[src/hdl/msl_pkg.sv]
package msl_pkg;

    localparam int LIST_DEPTH = 1024;
    localparam int ADDR_W     = $clog2(LIST_DEPTH);
    localparam int CNT_W      = $clog2(LIST_DEPTH + 1);
    localparam int BND_W      = CNT_W + 1;
    localparam int DATA_W     = 32;
    localparam int RES_W      = DATA_W + 1;

    typedef enum logic [1:0] {
        ACT_PUSH_FIRST  = 2'd0,
        ACT_PUSH_SECOND = 2'd1,
        ACT_COMPUTE     = 2'd2,
        ACT_NONE        = 2'd3
    } msl_action_t;

    typedef struct packed {
        logic push_first;
        logic push_second;
        logic init;
        logic calc_mid;
        logic read;
        logic eval;
        logic finish_empty;
        logic finish_fail;
    } msl_cmd_t;

    typedef struct packed {
        logic empty;
        logic range_done;
        logic found;
    } msl_status_t;

endpackage

[src/hdl/msl_ctrl.sv]
module msl_ctrl
    import msl_pkg::*;
(
    input  logic        clk,
    input  logic        rst_n,
    input  logic        start,
    input  logic [1:0]  action,
    input  msl_status_t status,
    output msl_cmd_t    cmd,
    output logic        busy
);

    typedef enum logic [1:0] {
        ST_IDLE,
        ST_CHECK,
        ST_READ,
        ST_EVAL
    } state_t;

    state_t state_reg;
    state_t state_next;
    logic   busy_reg;
    logic   busy_next;

    always_comb
    begin
        cmd        = '0;
        state_next = state_reg;
        case (state_reg)
            ST_IDLE:
            begin
                if (start)
                begin
                    case (msl_action_t'(action))
                        ACT_PUSH_FIRST:  cmd.push_first  = 1'b1;
                        ACT_PUSH_SECOND: cmd.push_second = 1'b1;
                        ACT_COMPUTE:
                        begin
                            if (status.empty)
                            begin
                                cmd.finish_empty = 1'b1;
                            end
                            else
                            begin
                                cmd.init   = 1'b1;
                                state_next = ST_CHECK;
                            end
                        end
                        default: ;
                    endcase
                end
            end
            ST_CHECK:
            begin
                if (status.range_done)
                begin
                    cmd.finish_fail = 1'b1;
                    state_next      = ST_IDLE;
                end
                else
                begin
                    cmd.calc_mid = 1'b1;
                    state_next   = ST_READ;
                end
            end
            ST_READ:
            begin
                cmd.read   = 1'b1;
                state_next = ST_EVAL;
            end
            ST_EVAL:
            begin
                cmd.eval   = 1'b1;
                state_next = status.found ? ST_IDLE : ST_CHECK;
            end
            default:
            begin
                state_next = ST_IDLE;
            end
        endcase
        busy_next = (state_next != ST_IDLE);
    end

    always_ff @(posedge clk or negedge rst_n)
    begin
        if (!rst_n)
        begin
            state_reg <= ST_IDLE;
            busy_reg  <= 1'b0;
        end
        else
        begin
            state_reg <= state_next;
            busy_reg  <= busy_next;
        end
    end

    assign busy = busy_reg;

    a_busy_tracks_state: assert property (@(posedge clk) disable iff (!rst_n)
        busy_reg == (state_reg != ST_IDLE))
        else $error("busy out of step with state");

    a_no_push_in_search: assert property (@(posedge clk) disable iff (!rst_n)
        busy_reg |-> !(cmd.push_first || cmd.push_second))
        else $error("store write during search");

    a_found_ends: assert property (@(posedge clk) disable iff (!rst_n)
        (state_reg == ST_EVAL && status.found) |=> !busy_reg)
        else $error("search did not end on a valid cut");

endmodule

[config.mk]
export PLATFORM = sky130hd
export DESIGN_NAME = msl_ctrl
export DESIGN_NICKNAME = d
export VERILOG_FILES = /design/src/hdl/msl_pkg.sv /design/src/hdl/msl_ctrl.sv
export SDC_FILE = /design/constraint.sdc
export NUM_CORES = 1
export LEC_CHECK = 0
export BUFFER_PORTS_ARGS = -buffer_cell sky130_fd_sc_hd__buf_4
export CAP_MARGIN = 10
export CORE_AREA = 2 2 39 41
export CTS_CLUSTER_SIZE = 30
export DETAILED_ROUTE_END_ITERATION = 8
export DIE_AREA = 0 0 41 43
export HOLD_SLACK_MARGIN = 0.03
export PLACE_DENSITY = 0.42
export SYNTH_ARGS = -nofsm -noshare
export SYNTH_HDL_FRONTEND = slang
export SYNTH_SLANG_ARGS = --single-unit
export TNS_END_PERCENT = 30
[constraint.sdc]
create_clock -name clk -period 1.7 [get_ports clk]
set_clock_uncertainty 0.05 [all_clocks]
set_input_delay 0.255 -clock clk [delete_from_list [all_inputs] [get_ports clk]]
set_output_delay 0.255 -clock clk [all_outputs]
set_load 0.01 [all_outputs]
==> results.yml, run 1 <==
timing:
  setup_violations: 4
  period_minus_slack_ns: 1.735
  setup_ws_ns: -0.03544
  timing.fmax_ghz: 0.5762
  tightest_slew_ns: 0.1601
  fin_crit_sh_pct: 102.1
  fin_hold_ws_ns: 0.3045
  max_slew_margin_pct: 89.33
  rsz0062_at_grt: "yes"
  slew_viol_final: 0
  hold_viol_final: 0
floorplan:
  io_pins: 17
  core_area_um2: 1384
  die_h_um: 43
  die_x_um: 41
  rows: 14
  dieArea_um2: 1763
  start_util_pct: 13.92
logic_synthesis:
  yosys_warnings: 0
  synth_area_leaders: "dfrtp_1 (39%), nor2_1 (9.7%), or4b_4 (7.1%)"
  synthXorXnorAreaFrac_pct: 0
  yosysTopAreaCellShare_pct: 38.96
  synth_top_family_by_area: "simple AND/OR/NAND/NOR gates"
  synth-main-ff-cell: "dfrtp_1"
  synth-adder-area-share_pct: 0
  muxShareOfSynthArea_pct: 0
  yosys-top-cells-count: "nor2_1 (5), dfrtp_1 (3), inv_1 (2)"
  synth-simple-area-share_pct: 40.26
  synth_edf_count: 0
  syn-num-nets: 29
  synthCells: 21
  synth.yosys.seq_area_share_pct: 38.96
  synth_area_um2: 192.7
  synth_seq_cells: 3
  synth.distinct_cells: 14
  synth_top_cell_by_area: "dfrtp_1"
  yosysMostFrequentCell: "nor2_1"
  synth-compound-area-share_pct: 16.88
  syn_area_per_cell_um2: 9.175
  synth-async-reset-ratio_pct: 100.0
worst_setup_path:
  cp.arrival_ns: 1.43
  regToRegEndpoint: "state_reg[0]"
  rrSetupSlack_ns: 0.28
  path_delay_family: "simple AND/OR/NAND/NOR gates"
  path_cells: "or4b_4 -> nor2_2 -> buf_4"
  ff2ff_path_depth: 3
  critical_path_class: "register to output pin"
  cpMaxStageDelayCell: "or4b_4"
  worstSetupStartpointType: "register"
  critPathMaxStageDelay_ns: 0.57
  critPathMaxFanout: 6
  rr_startpoint: "state_reg[1]"
  worst-path-buf-inv: 1
  endpoint_kind: "output pin"
  cp.required_ns: 1.39
hold_path:
  hold_class: "primary input to register"
  min_to: "state_reg[0]"
  whs_path_depth: 3
  worstHoldStart: "status[0]"
placed_design:
  port_buffers: 16
  place.gp.congestion: 0.6998
  hpwl_um: 430
  pre_cts_ws_ns: 0.1727
clock_tree:
  htreeDepth: 1
  cts_root_buf: "clkbuf_4"
  cts_buffer_depth: 2
  cts_tree: "yes"
  clkTransAtPathRegs_ns: 0.04
  clock-sinks: 3
  cts_buffers: 3
  worstSkewPairLatency_ns: 0.23
global_route:
  first_global_vias: 222
  overflow: 0
  grt_max_degree: 8
  grt_util_all_layers_pct: 7.222
  antenna_found_initial: 0
  grt_pass1_wl_um: 834
finish:
  drive_gt1_share_pct: 70.45
  nets: 53
  area_growth_pct: 103.2
  diodes: 0
  largest_register_ff_count: 2
detailed_routing:
  avgViaCountPerCell: 3.883
  vias: 233
  drt-pass1-iter-count: 2
  drt_wl_total_um: 522
  detail-route-antenna-nets: 0
  detail_route.wl_per_cell_um: 8.700
  drc_errors: 0
  drtIter0Drc: 4
power:
  leakage_nw: 0.2078
  power_density_nw_per_um2: 1283
  ir_drop_mv: 0.3130
  total_power_mw: 0.5025
outcome:
  status: "finished, violations left"
  violations: "negative setup slack"
flow_run:
  drv_cap: 0
## worst min-delay path: cells and delay by family
kind                   cells  cell delay, ns
AO/OA/AOI/OAI              2            0.20
buffers and inverters      1            0.08
## cell families after synthesis
family	count (synthesis)
AOI/OAI and AO/OA	4
DFF	3
buffers and inverters	2
and+or+nand+nor	12
## area by class of cell
class,instances,area [um2]
Tap cell,16,20.02
Fill cell,153,992.2
Timing Repair Buffer,19,145.1
Sequential cell,3,75.07
Inverter,2,7.507
Multi-Input combinational cell,16,117.6
Clock buffer,4,26.28
## layer usage
layer | GRT usage [%] | vias up | wire length, um
met5 | 0 | - | 0
met2 | 9.688 | 14 | 212
met4 | 4.000 | 0 | 0
li1 | - | 119 | -
met3 | 4.712 | 0 | 69
met1 | 8.333 | 100 | 239
## cells in the final DEF (no fill, tap or decap), drive strengths merged
master	netlist	routed
and2	1	1
a21bo	1	1
nand2	1	1
nand2b	1	1
o211ai	1	1
buf	0	18
dlygate4sd3	0	1
or3b	1	1
or4b	1	1
o21ai	2	2
nor2	5	5
and4b	1	1
and3	1	1
dfrtp	3	3
inv	2	2
clkbuf	0	4
## what timing repair did
| action | CTS | global route |
|---|---|---|
| pin swaps | 3 | 1 |
| endpoints found under the setup margin | 4 | 4 |
| endpoints found under the hold margin | 3 | 0 |
| resized for setup | 2 | 1 |
| buffers inserted | 1 | 0 |
| hold buffers | 1 | 0 |
## per-stage QoR
| step | cells | TNS [ns] | utilization (%) | cell area (um2) |
|---|---|---|---|---|
| 2_1_floorplan | 21 | 0 | - | 192.7 |
| 3_3_place_gp | 54 | 0 | 24.59 | 340.3 |
| 3_5_place_dp | 54 | 0 | 24.59 | 340.3 |
| 4_1_cts | 60 | -0.1234 | 28.12 | 389.1 |
| 5_1_grt | 60 | -0.4054 | 28.30 | 391.6 |
| 6_report | 60 | -0.1087 | 28.30 | 391.6 |
## worst max-delay path by stage
| stage | cells past startpoint | slack (ns) | startpoint | endpoint |
|---|---|---|---|---|
| after floorplan | 2 | 0.22 | state_reg[0] | cmd[1] |
| after global placement | 3 | 0.19 | state_reg[1] | cmd[5] |
| after detailed placement | 3 | 0.17 | state_reg[1] | cmd[5] |
| after CTS | 3 | -0.04 | state_reg[0] | cmd[7] |
| after global routing | 3 | -0.12 | state_reg[1] | cmd[7] |
| final | 3 | -0.04 | state_reg[1] | cmd[5] |
## where the power goes
part / leakage (nW) / switching, mW / internal [mW] / total, mW
sequential: 0.0380 / 0.0245 / 0.104 / 0.129
clock: 0.0150 / 0.0359 / 0.0879 / 0.124
combinational: 0.155 / 0.108 / 0.142 / 0.250
total: 0.208 / 0.168 / 0.334 / 0.503
Power figures use the tool's default switching activity.
==> inputs of run 2 (changes only) <==
Settings changed: CTS_BUF_LIST from default to sky130_fd_sc_hd__clkbuf_8.
==> results.yml, run 2 (synthesized netlist as in run 1, its figures left out) <==
timing:
  timing.fmax_ghz: 0.5827
  rsz0062_at_grt: "yes"
  tightest_slew_ns: 0.1601
  max_slew_margin_pct: 89.33
  hold_viol_final: 0
  period_minus_slack_ns: 1.716
  setup_violations: 3
  setup_ws_ns: -0.01620
  fin_crit_sh_pct: 101.0
  slew_viol_final: 0
  setup_tns_ns: -0.04041
global_route:
  grt_max_degree: 8
  overflow: 0
  grt_util_all_layers_pct: 7.422
  antenna_found_initial: 0
  grt_pass1_wl_um: 828
  first_global_vias: 223
detailed_routing:
  avgViaCountPerCell: 3.783
  drc_errors: 0
  vias: 227
  detail_route.wl_per_cell_um: 8.867
  detail-route-antenna-nets: 0
  drt-pass1-iter-count: 2
  drtIter0Drc: 5
  drt_wl_total_um: 532
power:
  clockPowerShare_pct: 34.3
  switching_share_pct: 30.70
  intPower_mw: 0.3998
  ir_drop_mv: 0.3634
  p_switching_mw: 0.1771
  total_power_mw: 0.5769
  power_frac_comb_pct: 43.3
  seqPwrFrac_pct: 22.4
  power_density_nw_per_um2: 1406
  leakage_nw: 0.2197
worst_setup_path:
  cp.required_ns: 1.39
  worst-path-buf-inv: 1
  path_delay_family: "simple AND/OR/NAND/NOR gates"
  path_cells: "or4b_4 -> nor2_2 -> buf_4"
  cp.arrival_ns: 1.41
  worstSetupStartpointType: "register"
  endpoint_kind: "output pin"
  cpMaxStageDelayCell: "or4b_4"
  critPathMaxStageDelay_ns: 0.57
  critical_path_class: "register to output pin"
  critPathMaxFanout: 6
flow_run:
  drv_cap: 0
clock_tree:
  cts_root_buf: "clkbuf_8"
  clock-sinks: 3
  htreeDepth: 1
  worstSkewPairLatency_ns: 0.21
  clkTransAtPathRegs_ns: 0.03
  cts_buffer_depth: 2
  cts_tree: "yes"
  cts_buffers: 3
finish:
  area_growth_pct: 113.0
  mostFrequentLayoutCells: "buf_4 (18), inv_1 (3), nor2_2 (3), dfrtp_1 (3), clkbuf_8 (3)"
  nets: 53
  layout_commonest_cell: "buf_4"
  drive_gt1_share_pct: 70.45
  largest_register_ff_count: 2
  diodes: 0
  final_util_pct: 29.66
floorplan:
  core_area_um2: 1384
  dieArea_um2: 1763
  io_pins: 17
  die_h_um: 43
  rows: 14
  die_x_um: 41
  start_util_pct: 13.92
outcome:
  violations: "negative setup slack"
  status: "finished, violations left"
hold_path:
  hold_class: "primary input to register"
placed_design:
  place.gp.congestion: 0.6998
  hpwl_um: 430
  port_buffers: 16
[run 2: final timing paths]
kind / start / endpoint / slack, ns / cells after the start
min in group asynchronous: rst_n / state_reg[0] / 0.33 / 2
max reg2reg: state_reg[1] / state_reg[0] / 0.28 / 3
max: state_reg[1] / cmd[5] / -0.02 / 3
max in group asynchronous: rst_n / state_reg[1] / 1.18 / 2
min: status[0] / state_reg[0] / 0.32 / 3
min reg2reg: state_reg[1] / state_reg[1] / 0.58 / 2
[run 2: layer usage]
layer	vias up	track usage, %	part of all wire (%)
li1	118	-	-
met1	97	8.013	48
met2	12	9.688	41
met3	0	4.712	11
met4	0	6.000	0
met5	-	0	0
[run 2: through the flow]
step / area (um2) / worst slack [ns] / cells / hold WS [ns]
after CTS: 407.9 / -0.01760 / 60 / 0.3184
after floorplan: 192.7 / 0.2204 / 21 / -0.09059
after detailed placement: 340.3 / 0.1727 / 54 / -0.003780
final: 410.4 / -0.01620 / 60 / 0.3222
after global placement: 340.3 / 0.1904 / 54 / -0.005482
after global routing: 410.4 / -0.08761 / 60 / 0.3217
[run 2: cell type report]
| type | count | area (um2) |
|---|---|---|
| clock buffers | 3 | 41.29 |
| fillers | 149 | 973.4 |
| repair buffers | 19 | 145.1 |
| inverters | 2 | 7.507 |
| well taps | 16 | 20.02 |
| flip-flops and latches | 3 | 75.07 |
| clock inverters | 1 | 3.754 |
| multi-input cells | 16 | 117.6 |
[run 2: worst min-delay path, delay by kind of cell]
kind	cells	cell delay [ns]
compound gates	2	0.20
buf+inv	1	0.08
[run 2: power groups by stage]
stage	Clock, mW	Sequential (mW)	Combinational [mW]
floorplan	0	0.136	0.111
global placement	0	0.128	0.243
detailed placement	0	0.128	0.241
CTS	0.206	0.129	0.252
global route	0.214	0.133	0.274
finish	0.198	0.129	0.250
[run 2: what timing repair did]
action | CTS | global route
setup buffers | 1 | 0
hold buffers | 1 | 0
gates resized for setup | 2 | 1
pin swaps | 3 | 1
endpoints found under the setup margin | 3 | 4
hold endpoints to repair | 3 | 0
